## src/hdl/mm3_pkg.sv

```systemverilog
// shared types, constants and codes for the murmur3 byte stream hash
package mm3_pkg;

  localparam logic [31:0] MUR_C1   = 32'hcc9e2d51;
  localparam logic [31:0] MUR_C2   = 32'h1b873593;
  localparam logic [31:0] MUR_ADD  = 32'he6546b64;
  localparam logic [31:0] MUR_F1   = 32'h85ebca6b;
  localparam logic [31:0] MUR_F2   = 32'hc2b2ae35;
  localparam logic [31:0] MUR_MUL5 = 32'd5;

  typedef enum logic [3:0] {
    ST_IDLE,
    ST_K1,
    ST_K2,
    ST_HX,
    ST_HA,
    ST_T1,
    ST_T2,
    ST_TX,
    ST_F0,
    ST_F1,
    ST_F2
  } mm3_state_t;

  typedef enum logic [2:0] {
    MC_C1,
    MC_C2,
    MC_FIVE,
    MC_F1,
    MC_F2
  } mm3_mconst_t;

  typedef enum logic [2:0] {
    OA_BLOCK,
    OA_ROT15,
    OA_HROT,
    OA_PEND,
    OA_FIN0,
    OA_FIN1
  } mm3_opsel_t;

  typedef enum logic [1:0] {
    H_HOLD,
    H_ADD,
    H_XOR
  } mm3_hop_t;

  typedef struct packed {
    logic        blk;
    logic        last_in;
    logic        tail_nz;
    logic        last_r;
    logic        out_free;
  } mm3_stat_t;

  typedef struct packed {
    logic        take;
    logic        mul_en;
    mm3_opsel_t  op_sel;
    mm3_mconst_t mconst;
    mm3_hop_t    h_op;
    logic        out_ld;
  } mm3_ctl_t;

endpackage

```

## src/hdl/murmur3_32_byte_stream_hash.sv

```systemverilog
// top level: byte packing, running hash state, output register
// bytes are taken in idle; a byte that completes a block then runs K1, K2, HX, HA
// a last item adds finalizer F0, F1, F2, after T1, T2, TX if 1 to 3 tail bytes remain
// no item is taken until back in idle; all products share one 32x32 multiplier
// the result waits in an output register; the next message's bytes are taken meanwhile
// reset (rst_n low, synchronous) clears the hash state, sequencer and output valid
module murmur3_32_byte_stream_hash
  import mm3_pkg::*;
(
  input  logic        clk,
  input  logic        rst_n,
  input  logic        in_tvalid,
  output logic        in_tready,
  input  logic [7:0]  in_tdata,   // [7:0] data_byte
  input  logic        in_tlast,
  input  logic        in_tuser,   // [0] no_byte
  output logic        out_tvalid,
  input  logic        out_tready,
  output logic [31:0] out_tdata   // [31:0] hash_value
);

  mm3_stat_t   stat;
  mm3_ctl_t    ctl;
  logic [31:0] h_r;
  logic [23:0] pend_r;
  logic [1:0]  phase_r;
  logic [31:0] len_r;
  logic [31:0] blk_r;
  logic        last_r;
  logic        out_valid_r;
  logic [31:0] out_data_r;
  logic [31:0] mul_a;
  logic [31:0] mul_p;
  logic [31:0] hx;
  logic [31:0] fx;
  logic        has_byte;

  assign has_byte = !in_tuser;

  assign stat.blk      = has_byte && (phase_r == 2'd3);
  assign stat.last_in  = in_tlast;
  assign stat.tail_nz  = has_byte ? (phase_r != 2'd3) : (phase_r != 2'd0);
  assign stat.last_r   = last_r;
  assign stat.out_free = !out_valid_r || out_tready;

  mm3_ctrl u_ctrl (
    .clk       (clk),
    .rst_n     (rst_n),
    .in_tvalid (in_tvalid),
    .stat      (stat),
    .in_tready (in_tready),
    .ctl       (ctl)
  );

  assign hx = h_r ^ mul_p;
  assign fx = h_r ^ len_r;

  always_comb begin
    unique case (ctl.op_sel)
      OA_BLOCK: mul_a = blk_r;
      OA_ROT15: mul_a = {mul_p[16:0], mul_p[31:17]};
      OA_HROT:  mul_a = {hx[18:0], hx[31:19]};
      OA_PEND:  mul_a = {8'd0, pend_r};
      OA_FIN0:  mul_a = fx ^ {16'd0, fx[31:16]};
      OA_FIN1:  mul_a = mul_p ^ {13'd0, mul_p[31:13]};
      default:  mul_a = blk_r;
    endcase
  end

  mm3_mul u_mul (
    .clk  (clk),
    .en   (ctl.mul_en),
    .a    (mul_a),
    .csel (ctl.mconst),
    .p    (mul_p)
  );

  always_ff @(posedge clk) begin
    if (!rst_n) begin
      h_r     <= '0;
      pend_r  <= '0;
      phase_r <= '0;
      len_r   <= '0;
      last_r  <= 1'b0;
    end else if (ctl.out_ld) begin
      h_r     <= '0;
      pend_r  <= '0;
      phase_r <= '0;
      len_r   <= '0;
      last_r  <= 1'b0;
    end else begin
      if (ctl.take) begin
        last_r <= in_tlast;
        if (has_byte) begin
          len_r <= len_r + 32'd1;
          unique case (phase_r)
            2'd0: pend_r[7:0]   <= in_tdata;
            2'd1: pend_r[15:8]  <= in_tdata;
            2'd2: pend_r[23:16] <= in_tdata;
            2'd3: pend_r        <= '0;
            default: ;
          endcase
          phase_r <= phase_r + 2'd1;
        end
      end
      unique case (ctl.h_op)
        H_HOLD: ;
        H_ADD:  h_r <= mul_p + MUR_ADD;
        H_XOR:  h_r <= hx;
        default: ;
      endcase
    end
  end

  always_ff @(posedge clk) begin
    if (ctl.take && has_byte && phase_r == 2'd3) begin
      blk_r <= {in_tdata, pend_r};
    end
  end

  always_ff @(posedge clk) begin
    if (!rst_n) begin
      out_valid_r <= 1'b0;
    end else if (ctl.out_ld) begin
      out_valid_r <= 1'b1;
    end else if (out_tready) begin
      out_valid_r <= 1'b0;
    end
  end

  always_ff @(posedge clk) begin
    if (ctl.out_ld) begin
      out_data_r <= mul_p ^ {16'd0, mul_p[31:16]};
    end
  end

  assign out_tvalid = out_valid_r;
  assign out_tdata  = out_data_r;

  ast_clear_after_result: assert property (@(posedge clk) disable iff (!rst_n)
    ctl.out_ld |=> (len_r == 32'd0 && phase_r == 2'd0 && h_r == 32'd0))
    else $error("state not cleared after result");

  ast_valid_from_load: assert property (@(posedge clk) disable iff (!rst_n)
    $rose(out_valid_r) |-> $past(ctl.out_ld))
    else $error("output valid without a finished hash");

  ast_no_overwrite: assert property (@(posedge clk) disable iff (!rst_n)
    ctl.out_ld |-> (!out_valid_r || out_tready))
    else $error("pending result overwritten");

  ast_take_needs_ready: assert property (@(posedge clk) disable iff (!rst_n)
    ctl.take |-> (ctl.h_op == H_HOLD && !ctl.mul_en))
    else $error("byte taken while datapath busy");

endmodule

```

## src/hdl/mm3_mul.sv

```systemverilog
// shared 32x32 multiplier, low word, against a selected constant, registered
module mm3_mul
  import mm3_pkg::*;
(
  input  logic        clk,
  input  logic        en,
  input  logic [31:0] a,
  input  mm3_mconst_t csel,
  output logic [31:0] p
);

  logic [31:0] b;
  logic [31:0] p_r;

  always_comb begin
    unique case (csel)
      MC_C1:   b = MUR_C1;
      MC_C2:   b = MUR_C2;
      MC_FIVE: b = MUR_MUL5;
      MC_F1:   b = MUR_F1;
      MC_F2:   b = MUR_F2;
      default: b = MUR_C1;
    endcase
  end

  always_ff @(posedge clk) begin
    if (en) begin
      p_r <= a * b;
    end
  end

  assign p = p_r;

endmodule

```

## src/hdl/mm3_ctrl.sv

```systemverilog
// sequencer that steps the shared multiplier through block, tail and finalizer
module mm3_ctrl
  import mm3_pkg::*;
(
  input  logic      clk,
  input  logic      rst_n,
  input  logic      in_tvalid,
  input  mm3_stat_t stat,
  output logic      in_tready,
  output mm3_ctl_t  ctl
);

  mm3_state_t state_r;
  mm3_state_t state_nxt;
  logic       take;

  assign in_tready = (state_r == ST_IDLE);
  assign take      = in_tvalid && in_tready;

  always_comb begin
    state_nxt = state_r;
    unique case (state_r)
      ST_IDLE: begin
        if (take) begin
          priority if (stat.blk) begin
            state_nxt = ST_K1;
          end else if (stat.last_in && stat.tail_nz) begin
            state_nxt = ST_T1;
          end else if (stat.last_in) begin
            state_nxt = ST_F0;
          end else begin
            state_nxt = ST_IDLE;
          end
        end
      end
      ST_K1: state_nxt = ST_K2;
      ST_K2: state_nxt = ST_HX;
      ST_HX: state_nxt = ST_HA;
      ST_HA: state_nxt = stat.last_r ? ST_F0 : ST_IDLE;
      ST_T1: state_nxt = ST_T2;
      ST_T2: state_nxt = ST_TX;
      ST_TX: state_nxt = ST_F0;
      ST_F0: state_nxt = ST_F1;
      ST_F1: state_nxt = ST_F2;
      ST_F2: state_nxt = stat.out_free ? ST_IDLE : ST_F2;
      default: state_nxt = ST_IDLE;
    endcase
  end

  always_comb begin
    ctl        = '0;
    ctl.take   = take;
    ctl.op_sel = OA_BLOCK;
    ctl.mconst = MC_C1;
    ctl.h_op   = H_HOLD;
    unique case (state_r)
      ST_IDLE: ;
      ST_K1: begin
        ctl.mul_en = 1'b1;
        ctl.op_sel = OA_BLOCK;
        ctl.mconst = MC_C1;
      end
      ST_K2, ST_T2: begin
        ctl.mul_en = 1'b1;
        ctl.op_sel = OA_ROT15;
        ctl.mconst = MC_C2;
      end
      ST_HX: begin
        ctl.mul_en = 1'b1;
        ctl.op_sel = OA_HROT;
        ctl.mconst = MC_FIVE;
      end
      ST_HA: ctl.h_op = H_ADD;
      ST_T1: begin
        ctl.mul_en = 1'b1;
        ctl.op_sel = OA_PEND;
        ctl.mconst = MC_C1;
      end
      ST_TX: ctl.h_op = H_XOR;
      ST_F0: begin
        ctl.mul_en = 1'b1;
        ctl.op_sel = OA_FIN0;
        ctl.mconst = MC_F1;
      end
      ST_F1: begin
        ctl.mul_en = 1'b1;
        ctl.op_sel = OA_FIN1;
        ctl.mconst = MC_F2;
      end
      ST_F2: ctl.out_ld = stat.out_free;
      default: ;
    endcase
  end

  always_ff @(posedge clk) begin
    if (!rst_n) begin
      state_r <= ST_IDLE;
    end else begin
      state_r <= state_nxt;
    end
  end

  ast_busy_not_ready: assert property (@(posedge clk) disable iff (!rst_n)
    (state_r != ST_IDLE) |-> !in_tready)
    else $error("input taken while sequencer busy");

  ast_fin_from_f1: assert property (@(posedge clk) disable iff (!rst_n)
    (state_r == ST_F2 && $past(state_r) != ST_F2) |-> $past(state_r) == ST_F1)
    else $error("finalizer output entered out of order");

  ast_mul_idle: assert property (@(posedge clk) disable iff (!rst_n)
    (state_r == ST_F2) |-> !ctl.mul_en)
    else $error("multiplier disturbed while result pending");

endmodule
```

## config.mk

```make
export PLATFORM = sky130hd
export DESIGN_NAME = murmur3_32_byte_stream_hash
export DESIGN_NICKNAME = d
export VERILOG_FILES = /design/src/hdl/mm3_pkg.sv /design/src/hdl/murmur3_32_byte_stream_hash.sv /design/src/hdl/mm3_mul.sv /design/src/hdl/mm3_ctrl.sv
export SDC_FILE = /design/constraint.sdc
export NUM_CORES = 2
export LEC_CHECK = 0
export BUFFER_PORTS_ARGS = -buffer_cell sky130_fd_sc_hd__buf_2
export CAP_MARGIN = 0
export CORE_MARGIN = 1
export CORE_UTILIZATION = 67
export DETAILED_ROUTE_END_ITERATION = 8
export GPL_TIMING_DRIVEN = 0
export PLACE_DENSITY = 0.84
export RECOVER_POWER = 50
export SETUP_SLACK_MARGIN = 0.1
export SLEW_MARGIN = 10
export SYNTH_ARGS = -nofsm -noshare
export SYNTH_HDL_FRONTEND = slang
export SYNTH_SLANG_ARGS = --single-unit
```

## constraint.sdc

```tcl
create_clock -name clk -period 21.6 [get_ports clk]
set_input_delay 1.08 -clock clk [delete_from_list [all_inputs] [get_ports clk]]
set_output_delay 1.08 -clock clk [all_outputs]
set_load 0.005 [all_outputs]
```

==> results.yml <==
clock_tree:
  cts_tree: "yes"
  cts_buffer_depth: 2
  postCtsSetupBuffers: 0
  cts_resized: 0
  clockRootBuffer: "clkbuf_16"
  clk_latency_ns: 0.46
  cts.sinks: 192
  postCtsHoldBufs: 0
  htreeDepth: 4
  cts_inserted_buffers: 17
  clk_pin_slew_ns: 0.08
finish:
  syn_to_final_growth_pct: 5.475
  drive_gt1_share_pct: 3.659
  nNetsFinal: 3298
  fin_cells: 3229
setup_path:
  cp_slowest_cell: "clkbuf_1"
  worstPathRequired_ns: 21.80
  critPathMaxFanout: 10
  r2r_slack_ns: 8.84
  crit_path_frequent_cell: "fa_1"
  setup.worst_path.start_class: "register"
  arrival_ns: 12.96
  cpPeakStageDelay_ns: 0.65
  crit_type: "register to register"
  end_kind: "register"
routing:
  drtIter0Drc: 3217
  drc: 0
  wl_per_cell_um: 28.31
  detail-route-antenna-nets: 0
  via_count: 20980
  via_per_inst: 6.496
  firstDrtPassIters: 7
  routed_wirelength_mm: 91.42
run_status:
  violations: "max-capacitance violations, max-slew violations"
  status: "complete, but fails checks"
die:
  core_area_um2: 36610
  dieHeight_um: 194.8
  row_count: 70
  die-area_um2: 37950
  initial_core_util_pct: 68.03
  io_pins: 48
  die_w_um: 194.8
yosys:
  synth_most_common_cell: "inv_1"
  synthCells: 2680
  synth-seq-cells: 192
  synth_seq_area_share_pct: 19.29
  yosysTopAreaCell: "fa_1"
  synth_top_area_share_pct: 32.63
  synth.distinct_cells: 78
  synthTopCellsByArea: "fa_1 33%, edfxtp_1 12%, inv_1 8.5%"
  synth_edf_count: 96
  synthTopCellsByCount: "561 x inv_1, 406 x fa_1, 243 x nor2_1"
  netlist_area_um2: 24910
  synthFlopType: "edfxtp_1"
  synth_warnings: 0
  async_flop_share_pct: 0
  synth_nets: 3231
  syn_avg_cell_area_um2: 9.294
placed_design:
  portBuffers: 47
  dp_hpwl_mm: 76.29
  gp_congestion: 1.078
  place_inst: 3196
timing:
  tightest_slew_ns: 1.845
  hold_violations: 0
  finClkSkew_ns: 0.01029
  max_slew_margin_pct: -24.31
  post-route-min-period_ns: 12.76
  drv_slew: 68
  fin_tns_setup_ns: 0
  fmaxAchievable_ghz: 0.07838
  finalSetupViolations: 0
  rsz0062_at_grt: "no"
  period_share_pct: 59.06
flow_run:
  maxCapViolCount: 3
global_route:
  grt_max_degree: 33
  grt_overflow: 0
  grt_pass1_vias: 21510
  grt_pass1_wl_mm: 134.5
  antenna_found_initial: 3
  grt_util_all_layers_pct: 49.68
worst_hold_path:
  worst_hold_path_type: "register to register"
final timing paths:
kind | from | endpoint | cells after the start
min reg2reg | u_mul.p[26] | out_tdata[26] | 0
max reg2reg | u_ctrl.state_r[0] | u_mul.p[31] | 38
min | u_mul.p[26] | out_tdata[26] | 0
max | u_ctrl.state_r[0] | u_mul.p[31] | 38
metal layers:
metal  up-vias  track usage (%)  wire [um]
li1       8520                -          -
met1     10260            65.08      32460
met2      1766            73.21      38550
met3       429            16.36      13990
met4         2            27.27       6407
met5         -                0         15
per-stage QoR:
stage               setup WS (ns)  instance area [um^2]  hold slack [ns]  util (%)
floorplan                   11.61                 24910           0.4244         -
global placement            9.539                 25730           0.4304     70.28
detailed placement          9.388                 25770           0.4387     70.38
CTS                         9.347                 26320           0.4555     71.89
global route                8.667                 26270           0.4756     71.75
finish                      8.842                 26270           0.4609     71.76
state kept, by name, summed over array words and instances, names as in the netlist:
signal / cells
h_r: 32
out_tvalid: 1
u_ctrl.state_r: 4
last_r: 1
len_r: 32
phase_r: 2
u_mul.p: 32
pend_r: 24
blk_r: 32
out_tdata: 32
placed cells by master, fill, tap and decap left out, types with 45 or more instances in the layout:
cell type	Yosys	final
a21oi_1	95	95
clkbuf_1	84	109
dfxtp_1	96	96
edfxtp_1	96	96
fa_1	406	406
ha_1	131	131
inv_1	561	560
mux2i_1	45	45
nand2_1	218	218
nor2_1	243	243
o21ai_0	74	74
xnor2_1	107	107
xor2_1	104	104
cell families after synthesis:
logic type / after synthesis / share of synthesized area (%)
buffers and inverters: 678 / 10.37
AO/OA/AOI/OAI: 350 / 9.364
AND/OR/NAND/NOR: 657 / 11.78
XOR/XNOR: 218 / 8.032
flip-flops: 192 / 19.29
multiplexers: 48 / 1.944
adder cells (fa/ha/maj): 537 / 39.21
final cells by class:
cell class	instances	area (um^2)
plain buffers	115	462.9
diodes	1	2.502
repair buffers	48	217.7
clock buffers	18	429.2
fillers	2849	10340
inverters	563	2113
multi-input cells	1810	17530
clock inverters	14	125.1
flip-flops and latches	192	4805
well taps	468	585.6
critical path: cells and delay by family (launching register included):
| family | cells | cell delay (ns) |
|---|---|---|
| compound gates | 3 | 1.21 |
| xor+xnor | 10 | 3.00 |
| fa+ha+maj | 9 | 3.94 |
| buf+inv | 11 | 2.93 |
| flops | 1 | 0.33 |
| simple gates | 5 | 1.03 |
Power is left out: the tool's default activity adds up to more than one toggle a clock period on the data nets, which glitch-free logic cannot reach.
